==> config.mk <==
export PLATFORM = sky130hd
export DESIGN_NAME = horc_hash
export DESIGN_NICKNAME = d
export VERILOG_FILES = /design/src/assert_macros.svh /design/src/horc_pkg.sv /design/src/horc_hash.sv
export SDC_FILE = /design/constraint.sdc
export NUM_CORES = 2
export LEC_CHECK = 0
export BUFFER_PORTS_ARGS = -buffer_cell sky130_fd_sc_hd__buf_4
export CORE_ASPECT_RATIO = 0.5
export CORE_UTILIZATION = 55
export CTS_BUF_LIST = sky130_fd_sc_hd__clkbuf_8
export CTS_CLUSTER_SIZE = 8
export DETAILED_ROUTE_END_ITERATION = 10
export PLACE_DENSITY = 0.71
export SLEW_MARGIN = 20
export SYNTH_ARGS = -nofsm -noshare
export SYNTH_HDL_FRONTEND = slang
export SYNTH_SLANG_ARGS = --single-unit
==> constraint.sdc <==
create_clock -name clk_i -period 8.6 [get_ports clk_i]
set_clock_uncertainty 0.05 [all_clocks]
set_input_delay 2.58 -clock clk_i [delete_from_list [all_inputs] [get_ports clk_i]]
set_output_delay 2.58 -clock clk_i [all_outputs]
set_load 0.005 [all_outputs]
==> src/assert_macros.svh <==
// Assertion macros used by the cache core RTL.
`ifndef ASSERT_MACROS_SVH
`define ASSERT_MACROS_SVH
// Implication checked on every rising clock edge outside reset.
`define ASSERT_IMPL(lbl, clk, rstn, ante, cons) \
  lbl: assert property (@(posedge clk) disable iff (!rstn) (ante) |-> (cons)) \
    else $error("assertion failed");
// Next-cycle implication checked outside reset.
`define ASSERT_NEXT(lbl, clk, rstn, ante, cons) \
  lbl: assert property (@(posedge clk) disable iff (!rstn) (ante) |=> (cons)) \
    else $error("assertion failed");
`endif

==> src/horc_pkg.sv <==
// Package of types, constants and the rotate helper for the result cache hash.
`default_nettype none
package horc_pkg;
  localparam int unsigned TableSize = 1024;
  localparam int unsigned IdxW = $clog2(TableSize);
  localparam int unsigned CntW = $clog2(TableSize + 1);
  localparam logic [31:0] HashSeed = 32'd5381;

  typedef enum logic [2:0] {
    ST_IDLE, ST_MIX, ST_CLEAR, ST_SLOT, ST_ENTRY, ST_DONE
  } state_e;

  // One entry of the cache: owning slot, op byte, both operands and result.
  typedef struct packed {
    logic [IdxW-1:0] slot;
    logic [7:0]      op;
    logic [31:0]     opa;
    logic [31:0]     opb;
    logic [31:0]     res;
  } entry_t;

  function automatic logic [31:0] rotl(input logic [31:0] x, input int unsigned r);
    rotl = (x << r) | (x >> (32 - r));
  endfunction
endpackage
`default_nettype wire

==> src/horc_hash.sv <==
// Sequential MurmurHash3 unit: at most one multiply per cycle, result reduced to a slot.
`default_nettype none
module horc_hash (
  input  wire logic                     clk_i,
  input  wire logic                     rst_ni,
  input  wire logic                     start_i,
  input  wire logic [7:0]               op_i,
  input  wire logic [31:0]              a_i,
  input  wire logic [31:0]              b_i,
  output logic                          done_o,
  output logic [horc_pkg::IdxW-1:0]     slot_o
);
  import horc_pkg::*;

  logic [31:0] h_q, h_d, k_q, k_d;
  logic [95:0] words_q, words_d;
  logic [3:0]  step_q, step_d;
  logic        busy_q, busy_d;

  // Steps 0..8: three words of three multiplies; 9..11 finaliser.
  always_comb begin
    h_d = h_q; k_d = k_q; words_d = words_q; step_d = step_q; busy_d = busy_q;
    done_o = 1'b0;
    if (start_i) begin
      words_d = {{{24{op_i[7]}}, op_i}, a_i, b_i};
      h_d = HashSeed; step_d = 4'd0; busy_d = 1'b1;
    end else if (busy_q) begin
      step_d = step_q + 4'd1;
      case (step_q)
        4'd0, 4'd3, 4'd6: k_d = words_q[95:64] * 32'hcc9e2d51;
        4'd1, 4'd4, 4'd7: k_d = rotl(k_q, 15) * 32'h1b873593;
        4'd2, 4'd5, 4'd8: begin
          h_d = rotl(h_q ^ k_q, 13) * 32'd5 + 32'he6546b64;
          words_d = {words_q[63:0], 32'd0};
        end
        4'd9: begin
          h_d = h_q ^ 32'd12;
          h_d = (h_d ^ (h_d >> 16)) * 32'h85ebca6b;
        end
        4'd10: h_d = (h_q ^ (h_q >> 13)) * 32'hc2b2ae35;
        4'd11: begin
          h_d = h_q ^ (h_q >> 16);
          busy_d = 1'b0; done_o = 1'b1;
        end
        default: busy_d = 1'b0;
      endcase
    end
  end

  assign slot_o = h_d[IdxW-1:0];

  always_ff @(posedge clk_i or negedge rst_ni) begin
    if (!rst_ni) begin
      busy_q <= 1'b0; step_q <= '0;
    end else begin
      busy_q <= busy_d; step_q <= step_d;
    end
  end

  always_ff @(posedge clk_i) begin
    h_q <= h_d; k_q <= k_d; words_q <= words_d;
  end
endmodule
`default_nettype wire

---- Yosys cells after proc, flatten, opt, wreduce, memory -nomap -nowiden ----
Cells that the tools add are included.
storage, ports and cells
  flip-flop bits (word level) ............. 165
  input bits .............................. 75
  word-level logic and storage cells ...... 59
cells by class
  add/subtract/negate cells ............... 2
  multiply operators ...................... 5
  equality and inequality tests ........... 11
  multiplexer cells ....................... 15
  bitwise gates (word level) .............. 8
  reduce and logical (&&, ||, !) cells .... 12
operators with widths
  operator                                                               count
  96-bit 2-to-1 mux                                                      3
  32-bit one-hot mux with 4 select lines                                 1
  32-bit by 31-bit multiplier with 32-bit output, second input constant  2
  32-bit one-hot mux with 2 select lines                                 1
  32-bit by 16-bit XOR with 32-bit output                                2
  32-bit adder, second input constant                                    1
  32-bit by 29-bit multiplier with 32-bit output, second input constant  1
  32-bit by 3-bit multiplier with 32-bit output, second input constant   1
  32-bit by 32-bit multiplier with 32-bit output, second input constant  1
  32-bit by 13-bit bitwise OR with 32-bit output                         1
  32-bit by 15-bit bitwise OR with 32-bit output                         1
  32-bit by 19-bit XOR with 32-bit output                                1
  32-bit XOR                                                             1
  10-bit 2-to-1 mux                                                      2
  4-bit by 3-bit equality test with 1-bit output, second input constant  4
  4-bit equality test, second input constant                             4
  11-bit OR reduction                                                    1
  3-bit OR reduction                                                     3
  4-bit by 2-bit equality test with 1-bit output, second input constant  2
  4-bit 2-to-1 mux                                                       2
  1-bit 2-to-1 mux                                                       6
  2-bit nonzero test                                                     3
  4-bit by 1-bit adder with 4-bit output, second input constant          1
  4-bit by 1-bit equality test with 1-bit output, second input constant  1
  other kinds (6)                                                        7

---- Logic depth before layout (Yosys ltp) ----
  depth after elaboration ................. 7
  depth in mapped cells ................... 28

---- Least setup slack after synthesis ----
No wires, ideal clock.
  path kind ............................... flip-flop to output port
  start point ............................. register h_q[17]
  end point ............................... output slot_o[8] in the netlist's numbering
  data arrival time ....................... 4768 ps
  data required time ...................... 5970 ps
  setup slack ............................. 1202 ps
  cell stages (with the launch flop) ...... 18
  path buffers ............................ 1
  cells stage by stage .................... dfxtp_1 clkbuf_1 xor2_1 ha_1 ha_1 ha_1 fa_1 ha_1 ha_1 inv_1 fa_1 inv_1 ha_1 xor2_1 a222oi_1 o211ai_1 o21ai_0 nand2_1
on the way
  cells in the longest elaborated chain, start to end .. 5
  elaborated cells between the ends (all ways) .. 7
  classes of those cells .................. 2 x mul; 3 x mux; 2 x bitwise
ends and longest elaborated chain
  element                                                                                                           line                              RTL
  start: declaration                                                                                                horc_hash.sv:15                   logic [31:0] h_q, h_d, k_q, k_d;
  start signal: assignment                                                                                          horc_hash.sv:61                   h_q <= h_d; k_q <= k_d; words_q <= words_d;
  32-bit by 19-bit XOR with 32-bit output or 32-bit by 16-bit XOR with 32-bit output (tied branches)                horc_hash.sv:40, horc_hash.sv:38
  32-bit by 31-bit multiplier with 32-bit output or 32-bit by 32-bit multiplier with 32-bit output (tied branches)  horc_hash.sv:40, horc_hash.sv:38
  32-bit one-hot mux with 4 select lines (*)                                                                        horc_hash.sv:29                   case (step_q)
  10-bit 2-to-1 mux (*)                                                                                             horc_hash.sv:27                   end else if (busy_q) begin
  10-bit 2-to-1 mux (*)                                                                                             horc_hash.sv:24                   if (start_i) begin
  end: declaration                                                                                                  horc_hash.sv:11                   output logic [horc_pkg::IdxW-1:0] slot_o
Every way passes the cells marked *; elsewhere a longest branch is shown, timed or not.

---- Worst setup path in the final report ----
  start point ............................. register h_q[24]
  end point ............................... output slot_o[9] in the netlist's numbering
on the way
  cells in the longest elaborated chain, start to end .. 7
  elaborated cells between the ends (all ways) .. 9
  classes of those cells .................. 1 x add/sub; 2 x mul; 3 x mux; 3 x bitwise
ends and longest elaborated chain
  element                                         line             RTL
  32-bit XOR                                      horc_hash.sv:33  h_d = rotl(h_q ^ k_q, 13) * 32'd5 + 32'he6546b64;
  32-bit by 13-bit bitwise OR with 32-bit output  horc_pkg.sv:23   rotl = (x << r) | (x >> (32 - r));
  32-bit by 3-bit multiplier with 32-bit output   horc_hash.sv:33
  32-bit adder                                    horc_hash.sv:33
  32-bit one-hot mux with 4 select lines (*)      horc_hash.sv:29
  10-bit 2-to-1 mux (*)                           horc_hash.sv:27
  10-bit 2-to-1 mux (*)                           horc_hash.sv:24
Marked as above.

==> impl_summary.md <==
STA
The transition at the pin with the smallest max-transition slack is 948 ps. Setup violations remaining at the end of the flow were counted as 0. Measured against its own limit, the worst slew margin works out to 36.8%. The post-route clock period utilization is 98.1%. Setup repair after global routing left no endpoint under its margin. The number of endpoints with negative hold slack in the final report is 0. The hold slack is 494 ps.

The max-slew violation count is 0. Summed over all failing endpoints, the final setup total negative slack is 0 ps. Static timing analysis puts the maximum clock frequency at 0.118 GHz. The clock period minus worst slack is 8440 ps.

Setup path
The critical-path maximum fanout is 8. The required time of the critical path is 5970 ps. The category of the most critical setup path is reg2out. The startpoint type of the worst setup path is a register. Traced cell by cell, the critical path runs through xor2_1, buf_4, ha_1, inv_1, fa_1, inv_1, fa_1, ha_1, ha_1, ha_1, fa_1, ha_1, xnor2_1, a21oi_1, a21oi_1, buf_4. Grouping stages by cell kind, the critical path spends the most delay in adder cells. STA classifies the critical path endpoint as an output port. On the critical path, the stage with the largest delay is an instance of sky130_fd_sc_hd__dfxtp_1. The data arrival time at the worst-slack endpoint is 5810 ps.

In this design, the stage delay of the slowest critical-path cell is 860 ps. The number of buffer and inverter stages on the critical path is 4. The most prevalent standard cell on the critical path is sky130_fd_sc_hd__ha_1.

Detailed routing
In the detailed route, the total length drawn on met2 is 53600 um. In the final routed layout, each cell accounts on average for 22.9 um. In the routed layout, each cell is associated on average with a via count of 5.56. For this block, the via count after detailed routing is 30400.

The DRC violation count after routing is 0. Before antenna repair, the detailed router went through 6 iterations. The detailed router finished its first iteration with 2644 violations. In this run the remaining antenna-violating nets after routing total 0. After detailed routing, the met3 layer carries 12100 um of wire. The final layout contains routed wiring with a total length of 125000 um. In the final routing, the length of wire on met1 measures 56000 um. The topmost layer with routed signal wires is met4.

Floorplan
The core area is 77500 um2. Pin placement for this block handled 86 I/O pins. The die outline width is 398 um. The floorplan has 72 rows. The area of the die is 79700 um2. Once the floorplan was initialized, standard cells occupied 55.7% of the core.

The height of the die is 200 um.

Synth
The gate count after technology mapping is 4315. The biggest area contributor in the post-synthesis netlist is sky130_fd_sc_hd__fa_1. After synthesis the cells add up to 43200 um2. The top-area cell type share of the netlist area is 34.6%. In the post-synthesis netlist, the biggest area contributors are sky130_fd_sc_hd__fa_1 35%, sky130_fd_sc_hd__ha_1 23%, sky130_fd_sc_hd__inv_1 11%. The top flip-flop cell by instance count after synthesis is sky130_fd_sc_hd__edfxtp_1. For this run, the number of Yosys warnings is 0. In this run, distinct cell masters in the synthesized netlist total 88. The synthesized area per cell is 10.0 um2. The number of flip-flops and latches in the synthesized netlist is 165.

In this run, synthesis inferred 128 flip-flops with an integrated enable. The sequential-to-total area share from yosys stat is 10.7%. The share of async-settable or async-resettable flops after synthesis is 3.03%. Counting every net in the synthesized netlist gives 5936.

Flow run
The total of max-cap violations is 0.

Layout
The final layout contains 6038 nets. The number of filler instances in the final layout is 6702. Relative to the synthesized area, the layout overhead comes to 6.10%.

The area taken by multi-input logic gates is 33500 um2. The fraction of final layout cells with drive strength greater than 1 is 5.87%. The number of antenna repair diodes is 0.

Summing all flip-flop and latch instances after layout gives 4610 um2.

GRT
The global-route wire length before repair is 192000 um. The number of global-route vias before repair is 32200. The maximum number of pins on one net before global-route repair is 90.

The number of antenna violations at the first check in global routing is 1. For this run the aggregate overflow at the end of global routing stands at 0. In the global route stage, overall resource usage came out at 32.8%.

Clocking
The number of buffers inserted to repair setup after CTS is 0. The clock latency of the later-clocked register in the worst-skew pair is 530 ps. The cell at the root of the clock tree is sky130_fd_sc_hd__clkbuf_8. The number of levels the H-tree was split into is 4.

The number of buffers between clock root and the deepest sink is 2. In this run, CTS created clock tree buffers numbering 17. The post-cts hold buffer count is 0. For this design, the sink count on the clock tree is 165.

Clock-pin slew was measured on the worst setup and hold paths at 140 ps. TritonCTS built the clock tree.

Worst hold path
The type of the worst min-delay path is reg2reg.

Outcome
The run finished with clean final reports.

Place
The total of buffers placed on input and output ports is 85. Detailed placement ended at an HPWL of 109000 um. At the end of routability-driven placement, the weighted congestion stood at 1.02.
==> worst reg2reg max path, delay by kind of cell (launching register included) <==
family	cells	cell delay [ps]
and+or+nand+nor	3	550
adders and majority gates	9	4130
buffers and inverters	5	500
AOI/OAI and AO/OA	5	990
xor gates and xnor gates	3	740
DFF	1	860
==> final cells by class <==
class / instances / share of cell area (%)
repair buffers: 151 / 2.48
flip-flops and latches: 165 / 10.1
multi-input cells: 2810 / 73.2
clock inverters: 15 / 0.454
clock buffers: 17 / 0.511
well taps: 1036 / 2.83
inverters: 1272 / 10.4
==> kinds of logic (layout without fill, tap and decap cells) <==
| kind of cell | after synthesis | after routing | share of synthesized area, % |
|---|---|---|---|
| and+or+nand+nor | 426 | 426 | 4.84 |
| adders and majority gates | 1546 | 1546 | 57.8 |
| DFF | 165 | 165 | 10.7 |
| AOI/OAI and AO/OA | 487 | 487 | 7.58 |
| xor gates and xnor gates | 296 | 296 | 6.01 |
| muxes | 55 | 55 | 1.39 |
| buffers and inverters | 1340 | 1455 | 11.7 |
==> synth_stat cells (all sizes together), types with 15 or more instances <==
cell type  count
mux2          39
o211ai        16
o21a          24
dfxtp         32
ha           799
edfxtp       128
nor3          29
or3           15
xor2         100
a211oi        23
mux2i         16
clkbuf        49
and2          41
inv         1272
and3          16
fa           747
nand2b        20
xnor2        196
nand3         34
o21ai        124
nor2         107
buf           19
nand2        110
a21oi        114
a221oi        21
a21o          46
==> flip-flops by register name, indices dropped and copies added, names as in the netlist <==
name,cells
words_q,96
h_q,32
busy_q,1
step_q,4
k_q,32
==> metal layers <==
metal / vias up / global-route usage (%)
li1: 13700 / -
met1: 15300 / 47.3
met2: 1163 / 49.6
met3: 188 / 7.70
met4: 0 / 8.40
met5: - / 0
==> stage by stage <==
| stage | setup WS, ps | util (%) | instances | area, um2 |
|---|---|---|---|---|
| 2_1_floorplan | 1200 | - | 4315 | 43200 |
| 3_3_place_gp | 637 | 58.5 | 5434 | 45300 |
| 3_5_place_dp | 670 | 58.5 | 5434 | 45300 |
| 4_1_cts | 70.7 | 59.1 | 5466 | 45800 |
| 5_1_grt | 61.8 | 59.1 | 5466 | 45800 |
| 6_report | 160 | 59.1 | 5466 | 45800 |
==> cell usage in the layout (no fill, tap or decap), types with 41 or more instances in the layout <==
cell type,count
sky130_fd_sc_hd__inv_1,1272
sky130_fd_sc_hd__ha_1,799
sky130_fd_sc_hd__fa_1,747
sky130_fd_sc_hd__xnor2_1,196
sky130_fd_sc_hd__buf_4,151
sky130_fd_sc_hd__edfxtp_1,128
sky130_fd_sc_hd__o21ai_0,119
sky130_fd_sc_hd__a21oi_1,113
sky130_fd_sc_hd__nand2_1,109
sky130_fd_sc_hd__nor2_1,107
sky130_fd_sc_hd__xor2_1,99
sky130_fd_sc_hd__a21o_1,46
sky130_fd_sc_hd__and2_1,41
==> path summary, 6_finish.rpt <==
path | endpoint | slack (ps) | cells after the start | from
min in group asynchronous | step_q[0] | 1790 | 1 | rst_ni
worst min register to register | words_q[33] | 490 | 1 | words_q[1]
worst min-delay path | words_q[33] | 490 | 1 | words_q[1]
worst max register to register | h_q[27] | 640 | 25 | h_q[24]
max in group asynchronous | busy_q | 6610 | 1 | rst_ni
worst max-delay path | slot_o[9] | 160 | 16 | h_q[24]
==> repair_timing <==
action | CTS | global route
endpoints found under the hold margin | 0 | 0
setup endpoints to repair | 0 | 2
gates resized for setup | 0 | 2
Power is left out: the tool's default activity adds up to more than one toggle a clock period on the data nets, which glitch-free logic cannot reach.
